File: src/sv/aes128_ram.sv
// Generic single-write, single-read RAM with registered read data.
// No dependencies.
module aes128_ram #(
  parameter int WIDTH = 64,
  parameter int DEPTH = 11
) (
  input  logic                     clk,
  input  logic                     we,
  input  logic [$clog2(DEPTH)-1:0] waddr,
  input  logic [WIDTH-1:0]         wdata,
  input  logic                     re,
  input  logic [$clog2(DEPTH)-1:0] raddr,
  output logic [WIDTH-1:0]         rdata
);

  logic [WIDTH-1:0] mem [DEPTH];

  // Write port and registered read port
  always_ff @(posedge clk) begin
    if (we) begin
      mem[waddr] <= wdata;
    end
    if (re) begin
      rdata <= mem[raddr];
    end
  end

endmodule

File: config.mk
export PLATFORM = sky130hd
export DESIGN_NAME = aes128_ram
export DESIGN_NICKNAME = d
export VERILOG_FILES = /design/src/sv/aes128_ram.sv
export SDC_FILE = /design/constraint.sdc
export NUM_CORES = 1
export LEC_CHECK = 0
export BUFFER_PORTS_ARGS = -buffer_cell sky130_fd_sc_hd__buf_2
export CAP_MARGIN = 25
export CORE_ASPECT_RATIO = 0.6
export CORE_MARGIN = 2
export CORE_UTILIZATION = 30
export CTS_CLUSTER_DIAMETER = 60
export DETAILED_ROUTE_END_ITERATION = 10
export GPL_TIMING_DRIVEN = 0
export HOLD_SLACK_MARGIN = 0.05
export PLACE_DENSITY = 0.46
export SYNTH_ARGS = -nofsm -noshare
export SYNTH_HDL_FRONTEND = slang
export SYNTH_SLANG_ARGS = --single-unit
File: constraint.sdc
create_clock -name clk -period 18.4 [get_ports clk]
set_clock_uncertainty 0.05 [all_clocks]
set_input_delay 3.68 -clock clk [delete_from_list [all_inputs] [get_ports clk]]
set_output_delay 3.68 -clock clk [all_outputs]
set_load 0.01 [all_outputs]
==> summary.md <==
| Metric | Value |
|---|---|
| # Post-CTS Setup Buffers | `0` |
| CP cell instances | `buf_2, nand2_1, clkbuf_1, o22ai_1, o31ai_1` |
| Sequential share of the synthesized area | `78.2%` |
| Synth Warn # | `0` |
| Worst Tran Pin Value | `1060 ps` |
| PD cells | `106 nW/um2` |
| Routed Antenna Nets | `0` |
| Max Slew Vio Count | `0` |
| Clock Latency Late Sink | `660 ps` |
| Type of origin of the critical path | `primary input` |
| DRT iter0 DRCs | `1314` |
| Worst setup EP type | `flip-flop` |
| Worst path required time | `18690 ps` |
| DR vias/cell | `4.77` |
| Largest stage delay, worst path | `800 ps` |
| Initial antenna violation count | `12` |
| Max_cap viols | `0` |
| Mapped Cells | `1520` |
| Core Area | `97900 um2` |
| Worst hold path class | `flip-flop to flip-flop` |
| Crit path kind | `primary input to flip-flop` |
| Drt first pass iters | `7` |
| Most frequent cells in the layout | `edfxtp_1 (768), mux2_2 (192), buf_2 (157)` |
| Final WL | `81000 um` |
| Fmax | `175 MHz` |
| Slew HR | `29.1%` |
| Die span in y | `247 um` |
| CTS resizes | `0` |
| IO buf count | `135` |
| Cell leakage power | `0.0116 uW` |
| Hold Vio Cnt, Final | `0` |
| RD Place Congestion | `0.727` |
| Final #Nets | `1862` |
| Mapped Nets | `1595` |
| Fin crit period | `5710 ps` |
| WL per Instance | `25.6 um` |
| Hold buffers post-CTS | `0` |
| Critical Path AT | `6000 ps` |
| TritonCTS clock tree | `built` |
| CP max FO | `10` |
| Htree depth | `3` |
| Crit-path slowest cell | `clkbuf_1` |
| CTS root buffer | `clkbuf_16` |
| Die width | `409 um` |
| Avg Inst Size Synth | `19.4 um2` |
| Pre-CTS WS | `12080 ps` |
| Clk sinks | `768` |
| TNS Setup | `0 ps` |
| Layout area overhead | `19.1%` |
| Setup ws final | `12690 ps` |
| Count of final setup violators | `0` |
| Die area | `101000 um2` |
| CTS buffer count | `78` |
| First-pass GRT wire length | `115000 um` |
| Commonest non-fill, non-tap cell in the layout | `edfxtp_1` |
| IO Pins | `139` |
| Outcome | `finished clean` |
| Post-Syn Area | `29500 um2` |
| Vias in the first global route | `15.6k` |
| Largest net degree at the start of global routing | `37` |
| Clock Tree Buf Depth | `3` |
| Initial standard-cell utilization of the core | `30.1%` |
| Total power draw | `3710 uW` |
| VDD IR-drop max | `0.0723 mV` |
| Dpl hpwl | `53900 um` |
| Routed vias | `15.1k` |
| Yosys reg bits | `768` |
| Period utilization | `31.0%` |
| Row count | `89` |
| Share of layout cells above drive strength 1 | `29.3%` |
| Total global routing overflow | `0` |
| Unrepaired setup endpoints after global routing | `false` |
| Netlist cell types | `22` |
| # DRC | `0` |
| Clk pin slew, worst setup/hold paths | `60 ps` |
| All-layer global routing usage | `16.0%` |
power by group:
part	internal, uW	leakage [uW]	switching, uW	total [uW]
sequential	1970	0.00699	9.48	1980
clock	846	0.00115	662	1510
combinational	78.6	0.00345	141	220
total	2900	0.0116	813	3710
cells by family (layout without fill, tap and decap cells):
| group | count (synthesis) | after routing | synth area share, % |
|---|---|---|---|
| flops | 768 | 768 | 78.2 |
| mux | 320 | 320 | 11.7 |
| compound gates | 256 | 256 | 6.52 |
| buf+inv | 91 | 417 | 1.85 |
| simple gates | 85 | 85 | 1.72 |
| other cells | 0 | 2 | 0 |
final timing paths:
path         slack, ps   endpoint   startpoint  depth (start not counted)
max              12690  rdata[61]     raddr[1]                          5
min                620  rdata[39]  mem[10][39]                          3
max reg2reg      16710  rdata[15]   mem[2][15]                          3
min reg2reg        620  rdata[39]  mem[10][39]                          3
synth_stat cells:
cell type / instances / area [um2]
nor2_2: 1 / 6.26
buf_1: 1 / 3.75
nor2b_1: 1 / 6.26
mux2i_1: 128 / 1280
a22o_1: 64 / 561
buf_4: 15 / 113
buf_6: 9 / 101
buf_12: 1 / 20.0
buf_2: 23 / 115
or3b_2: 1 / 8.76
o31ai_1: 64 / 480
nand2_1: 2 / 7.51
clkbuf_1: 39 / 146
mux2_2: 192 / 2160
buf_8: 3 / 45.0
nor2_1: 8 / 30.0
o211ai_1: 64 / 480
o22ai_1: 64 / 400
nor3_1: 3 / 15.0
nand3b_1: 2 / 15.0
edfxtp_1: 768 / 23100
nand2b_1: 67 / 419
per-layer routing:
metal | part of all wire [%] | routed length [um] | track usage, %
met4 | 1.6 | 1310 | 3.58
met5 | 0.032 | 26 | 0
met2 | 46 | 37000 | 25.3
met3 | 5.1 | 4100 | 3.10
met1 | 48 | 38600 | 22.7
cell type report:
cell class	instances	area (um2)
Sequential cell	768	23100
Tap cell	1319	1650
Antenna cell	2	5.00
Clock inverter	37	253
Clock buffer	102	2110
Fill cell	9076	62800
Buffer	91	544
Timing Repair Buffer	187	1530
Multi-Input combinational cell	661	5950
stage by stage:
| step | utilization [%] | hold slack (ps) | std cells | instance area (um2) |
|---|---|---|---|---|
| after floorplan | - | 566 | 1520 | 29500 |
| after global placement | 32.5 | 597 | 2974 | 31800 |
| after detailed placement | 33.4 | 612 | 3026 | 32700 |
| after CTS | 35.9 | 621 | 3165 | 35100 |
| after global routing | 35.9 | 651 | 3166 | 35100 |
| final | 35.9 | 620 | 3167 | 35100 |
registers in the layout (all words and copies together), names as in the netlist:
register,cells
rdata,64
mem,704
worst max-delay path: cells and delay by family:
kind / cells / cell delay [ps]
compound gates: 2 / 900
buf+inv: 2 / 930
simple gates: 1 / 480
No activity file was read; power rests on OpenSTA's default activity.
