## src/sv/aes128_pkg.sv

```systemverilog
// AES-128 encryption package: S-box table, GF(2^8) helpers, sequencer states.
// No dependencies; imported by aes128_round and aes128_block_encrypt.
package aes128_pkg;

  // Default round count and fixed field widths
  localparam int ROUNDS_DEF = 10;
  localparam int KIDX_W     = 5;
  localparam int WORD_W     = 64;
  localparam int BLOCK_W    = 128;

  // Sequencer states
  typedef enum logic [1:0] {
    ST_IDLE,
    ST_KEY0,
    ST_ROUND,
    ST_HOLD
  } seq_state_t;

  // Request kinds on in_req_type
  localparam logic REQ_KEY = 1'b0;
  localparam logic REQ_ENC = 1'b1;

  // Forward S-box
  localparam logic [7:0] SBOX [256] = '{
    8'h63,8'h7c,8'h77,8'h7b,8'hf2,8'h6b,8'h6f,8'hc5,8'h30,8'h01,8'h67,8'h2b,8'hfe,8'hd7,8'hab,8'h76,
    8'hca,8'h82,8'hc9,8'h7d,8'hfa,8'h59,8'h47,8'hf0,8'had,8'hd4,8'ha2,8'haf,8'h9c,8'ha4,8'h72,8'hc0,
    8'hb7,8'hfd,8'h93,8'h26,8'h36,8'h3f,8'hf7,8'hcc,8'h34,8'ha5,8'he5,8'hf1,8'h71,8'hd8,8'h31,8'h15,
    8'h04,8'hc7,8'h23,8'hc3,8'h18,8'h96,8'h05,8'h9a,8'h07,8'h12,8'h80,8'he2,8'heb,8'h27,8'hb2,8'h75,
    8'h09,8'h83,8'h2c,8'h1a,8'h1b,8'h6e,8'h5a,8'ha0,8'h52,8'h3b,8'hd6,8'hb3,8'h29,8'he3,8'h2f,8'h84,
    8'h53,8'hd1,8'h00,8'hed,8'h20,8'hfc,8'hb1,8'h5b,8'h6a,8'hcb,8'hbe,8'h39,8'h4a,8'h4c,8'h58,8'hcf,
    8'hd0,8'hef,8'haa,8'hfb,8'h43,8'h4d,8'h33,8'h85,8'h45,8'hf9,8'h02,8'h7f,8'h50,8'h3c,8'h9f,8'ha8,
    8'h51,8'ha3,8'h40,8'h8f,8'h92,8'h9d,8'h38,8'hf5,8'hbc,8'hb6,8'hda,8'h21,8'h10,8'hff,8'hf3,8'hd2,
    8'hcd,8'h0c,8'h13,8'hec,8'h5f,8'h97,8'h44,8'h17,8'hc4,8'ha7,8'h7e,8'h3d,8'h64,8'h5d,8'h19,8'h73,
    8'h60,8'h81,8'h4f,8'hdc,8'h22,8'h2a,8'h90,8'h88,8'h46,8'hee,8'hb8,8'h14,8'hde,8'h5e,8'h0b,8'hdb,
    8'he0,8'h32,8'h3a,8'h0a,8'h49,8'h06,8'h24,8'h5c,8'hc2,8'hd3,8'hac,8'h62,8'h91,8'h95,8'he4,8'h79,
    8'he7,8'hc8,8'h37,8'h6d,8'h8d,8'hd5,8'h4e,8'ha9,8'h6c,8'h56,8'hf4,8'hea,8'h65,8'h7a,8'hae,8'h08,
    8'hba,8'h78,8'h25,8'h2e,8'h1c,8'ha6,8'hb4,8'hc6,8'he8,8'hdd,8'h74,8'h1f,8'h4b,8'hbd,8'h8b,8'h8a,
    8'h70,8'h3e,8'hb5,8'h66,8'h48,8'h03,8'hf6,8'h0e,8'h61,8'h35,8'h57,8'hb9,8'h86,8'hc1,8'h1d,8'h9e,
    8'he1,8'hf8,8'h98,8'h11,8'h69,8'hd9,8'h8e,8'h94,8'h9b,8'h1e,8'h87,8'he9,8'hce,8'h55,8'h28,8'hdf,
    8'h8c,8'ha1,8'h89,8'h0d,8'hbf,8'he6,8'h42,8'h68,8'h41,8'h99,8'h2d,8'h0f,8'hb0,8'h54,8'hbb,8'h16
  };

  // Multiply by x modulo x^8+x^4+x^3+x+1
  function automatic logic [7:0] xtime(input logic [7:0] v);
    logic [7:0] r;
    r = {v[6:0], 1'b0};
    if (v[7]) begin
      r = r ^ 8'h1b;
    end
    return r;
  endfunction

endpackage

```

## src/sv/aes128_round.sv

```systemverilog
// One AES round: SubBytes, ShiftRows, MixColumns (skipped on the final round),
// AddRoundKey. Combinational; uses aes128_pkg for the S-box and xtime.
module aes128_round import aes128_pkg::*; (
  input  logic [BLOCK_W-1:0] state_in,
  input  logic [BLOCK_W-1:0] round_key,
  input  logic               final_round,
  output logic [BLOCK_W-1:0] state_out
);

  logic [7:0] s [16];
  logic [7:0] t [16];
  logic [7:0] m [16];

  // Byte i sits at row i%4, column i/4; byte 0 in the top bits
  always_comb begin
    for (int i = 0; i < 16; i++) begin
      s[i] = state_in[BLOCK_W-1-8*i -: 8];
    end
  end

  // SubBytes with ShiftRows: row r rotates left by r columns
  always_comb begin
    for (int c = 0; c < 4; c++) begin
      for (int r = 0; r < 4; r++) begin
        t[r + 4*c] = SBOX[s[r + 4*((c + r) % 4)]];
      end
    end
  end

  // MixColumns, one column at a time
  always_comb begin
    for (int c = 0; c < 4; c++) begin
      m[4*c]   = xtime(t[4*c]   ^ t[4*c+1]) ^ t[4*c+1] ^ t[4*c+2] ^ t[4*c+3];
      m[4*c+1] = xtime(t[4*c+1] ^ t[4*c+2]) ^ t[4*c]   ^ t[4*c+2] ^ t[4*c+3];
      m[4*c+2] = xtime(t[4*c+2] ^ t[4*c+3]) ^ t[4*c]   ^ t[4*c+1] ^ t[4*c+3];
      m[4*c+3] = xtime(t[4*c+3] ^ t[4*c])   ^ t[4*c]   ^ t[4*c+1] ^ t[4*c+2];
    end
  end

  // AddRoundKey
  always_comb begin
    for (int i = 0; i < 16; i++) begin
      state_out[BLOCK_W-1-8*i -: 8] = (final_round ? t[i] : m[i])
                                      ^ round_key[BLOCK_W-1-8*i -: 8];
    end
  end

endmodule

```

## config.mk

```make
export PLATFORM = sky130hd
export DESIGN_NAME = aes128_round
export DESIGN_NICKNAME = d
export VERILOG_FILES = /design/src/sv/aes128_pkg.sv /design/src/sv/aes128_round.sv
export SDC_FILE = /design/constraint.sdc
export NUM_CORES = 2
export LEC_CHECK = 0
export BUFFER_PORTS_ARGS = -buffer_cell sky130_fd_sc_hd__buf_4
export CAP_MARGIN = 15
export CELL_PAD_IN_SITES_DETAIL_PLACEMENT = 1
export CELL_PAD_IN_SITES_GLOBAL_PLACEMENT = 1
export CORE_UTILIZATION = 40
export DETAILED_ROUTE_END_ITERATION = 16
export PLACE_DENSITY_LB_ADDON = 0.1
export SYNTH_ARGS = -nofsm -noshare
export SYNTH_HDL_FRONTEND = slang
export SYNTH_SLANG_ARGS = --single-unit
```

## constraint.sdc

```tcl
create_clock -name vclk -period 13.53
set_input_delay 2.0295 -clock vclk [all_inputs]
set_output_delay 2.0295 -clock vclk [all_outputs]
set_load 0.02 [all_outputs]
```

==> impl_metrics.py <==
metrics = {
    "clock_tree": {
        "cts_setup_buffers": 0,
        "holdBufCountCts": 0,
        "post_cts_resize_count": 0,
    },
    "timing": {
        "finalHoldViolations": 0,
        "maxSlewHeadroom": 0.168,
        "achievable-frequency_ghz": 0.105,
        "timing_max_transition_violations_final": 0,
        "final.min_clock_period_ns": 9.54,
        "whs_ns": 4.34,
        "layout_worst_path_cycle_share": 0.705,
        "setup_tns_ns": 0,
        "setup-violations-final": 0,
        "rsz0062_at_grt": "false",
        "max_slew.worst_pin.slew_ns": 1.22,
    },
    "synth": {
        "synth_compound_area_frac": 0.426,
        "synth_area_per_cell_um2": 6.31,
        "synthXorXnorAreaFrac": 0.0889,
        "syn-instance-count": 9774,
        "post_synth_num_cell_types": 125,
        "syn_nets": 10300,
        "synth_top_family_by_area": "compound AO/OA/AOI/OAI gates",
        "muxShareOfSynthArea": 0.0579,
        "synth_adder_area_share": 0.0454,
        "synth_simple_gate_area_share": 0.282,
        "synth-warning-count": 0,
        "synth_area_mm2": 0.0617,
        "seq_area_frac_synth": 0,
    },
    "global_route": {
        "antenna_found_initial": 33,
        "pin_count_of_the_biggest_net_entering_global_routing": 105,
        "grt_pass1_vias": 78100,
        "grt_overflow_total": 0,
        "grt_first_pass_wirelength_mm": 526,
        "grt.total_usage": 0.425,
    },
    "critical_path": {
        "timing.critical_path.fanout_max": 40,
        "worst-setup-path-type": "in2out",
        "cpMostUsedCell": "sky130_fd_sc_hd__xnor2_1",
        "category_of_cells_accounting_for_the_largest_share_of_critical_path_delay": "simple AND/OR/NAND/NOR gates",
        "delay_of_the_slowest_cell_on_the_worst_path_ns": 0.94,
        "crit_required_ns": 11.50,
        "timing.critical_path.to_type": "primary output",
        "type_of_origin_of_the_critical_path": "input pin",
        "slowest_stage": "sky130_fd_sc_hd__nor4_2",
        "cp.buffers_inverters": 4,
        "cp.arrival_ns": 7.51,
        "cp_cell_sequence": "buf_4, inv_1, ha_1, buf_4, nor2b_1, nor3_1, a21oi_1, o21ai_0, o211a_1, nor4_2, xnor2_1, xnor2_1, xnor2_1, mux2i_1, xnor2_1, buf_4",
    },
    "layout": {
        "drive_gt1_frac": 0.0902,
        "layout.area.seq_um2": 0,
        "seq_cells": 0,
        "layout.core_utilization": 0.410,
        "commonest_cells_after_routing_fill_and_taps_aside": "sky130_fd_sc_hd__o21ai_0 (864), sky130_fd_sc_hd__a21oi_1 (839), sky130_fd_sc_hd__nand2_1 (820)",
        "nNetsFinal": 9587,
        "area.growth.synth_to_final_pct": 1.32,
        "final_common_cell": "sky130_fd_sc_hd__o21ai_0",
        "fillers": 20200,
        "fin_cells": 11200,
        "clockBufferCount": 0,
    },
    "drt": {
        "ant_nets": 0,
        "route.detailed.drc": 0,
        "post_drt_via_cell_ratio": 7.47,
        "1st_pass_router_iterations": 9,
        "first_iter_violations": 12800,
        "post_drt_wl_per_cell_um": 31.8,
        "drt-total-wl_mm": 355,
        "routed-via-count": 83300,
    },
    "placed_design": {
        "dp_hpwl_mm": 252,
        "routability_congestion_estimate_from_global_placement": 1.04,
        "dp.cells": 11100,
        "portBuffers": 385,
    },
    "power": {
        "power_leakage_nw": 21.7,
        "power_per_cell_area_mw_per_mm2": 68.8,
        "design_power_total_w": 0.00430,
        "power.ir.vdd_worst_mv": 0.0846,
    },
    "die": {
        "die_outline_area_mm2": 0.156,
        "ios": 385,
        "placement_rows": 143,
        "chipWidth_um": 395,
        "core-area_mm2": 0.152,
        "die_y_um": 395,
        "initial_utilization": 0.405,
    },
    "hold_path": {
        "hold_class": "in2out",
        "hold_endpoint": "state_out[86]",
        "launch_point_of_the_worst_hold_path": "round_key[86]",
        "min_path_cells": 3,
    },
    "job": {
        "max-cap-violations": 0,
    },
    "outcome": {
        "status": "finished, final reports clean",
    },
}
## cells in the mapped netlist (250+ instances only)
cell	count	area, µm²
sky130_fd_sc_hd__o21ai_0	866	4330
sky130_fd_sc_hd__a21oi_1	839	4200
sky130_fd_sc_hd__nand2_1	820	3080
sky130_fd_sc_hd__nor2_1	701	2630
sky130_fd_sc_hd__clkbuf_1	516	1940
sky130_fd_sc_hd__buf_2	440	2200
sky130_fd_sc_hd__xnor2_1	400	3500
sky130_fd_sc_hd__nand3_1	359	1800
sky130_fd_sc_hd__nand2b_1	342	2140
sky130_fd_sc_hd__nor3_1	335	1680
sky130_fd_sc_hd__nor2b_1	322	2010
sky130_fd_sc_hd__a31oi_1	250	1560
## metrics by stage
step	area, µm²	setup slack, ns
floorplan	61700	5.93
global placement	62500	4.11
detailed placement	62500	4.07
CTS	62500	4.07
global route	62500	3.70
finish	62500	3.99
## report_power, final
group / total [W] / internal, W / switching (W)
Sequential: 0 / 0 / 0
Clock: 0.000000000143 / 0.000000000143 / 0
Combinational: 0.00430 / 0.00156 / 0.00274
Total: 0.00430 / 0.00156 / 0.00274
## cells by family (layout without fill, tap and decap cells)
family                   count (synthesis)  in the layout
AO/OA/AOI/OAI                         3876           3876
XOR/XNOR                               612            612
adder cells (fa/ha/maj)                224            224
buffers and inverters                 1329            659
multiplexers                           254            254
other                                    0             22
AND/OR/NAND/NOR                       3479           3479
## worst max-delay path by stage
stage            startpoint              to  slack (ns)  cells after the start
6_report       state_in[41]  state_out[105]        3.99                     16
5_1_grt        state_in[41]  state_out[105]        3.70                     16
4_1_cts        state_in[41]  state_out[105]        4.07                     16
3_5_place_dp   state_in[41]  state_out[105]        4.07                     16
3_3_place_gp   state_in[41]  state_out[105]        4.11                     16
2_1_floorplan  state_in[73]   state_out[24]        5.93                     15
## routing by layer
layer,global-route usage,up-vias,wire length (µm),share of wire
li1,-,35500,-,-
met1,0.570,40400,141000,0.40
met2,0.648,6213,153000,0.43
met3,0.0881,1199,41700,0.12
met4,0.189,34,19100,0.054
met5,0,-,220,0.00062
## layout make-up
type | instances | area [µm²] | share of cell area
multi-input combinational | 8445 | 55600 | 0.889
inverter | 162 | 608 | 0.00973
timing repair buffer | 497 | 3740 | 0.0598
tap | 2030 | 2540 | 0.0406
antenna | 22 | 55.1 | 0.000881
Power figures use the tool's default switching activity.
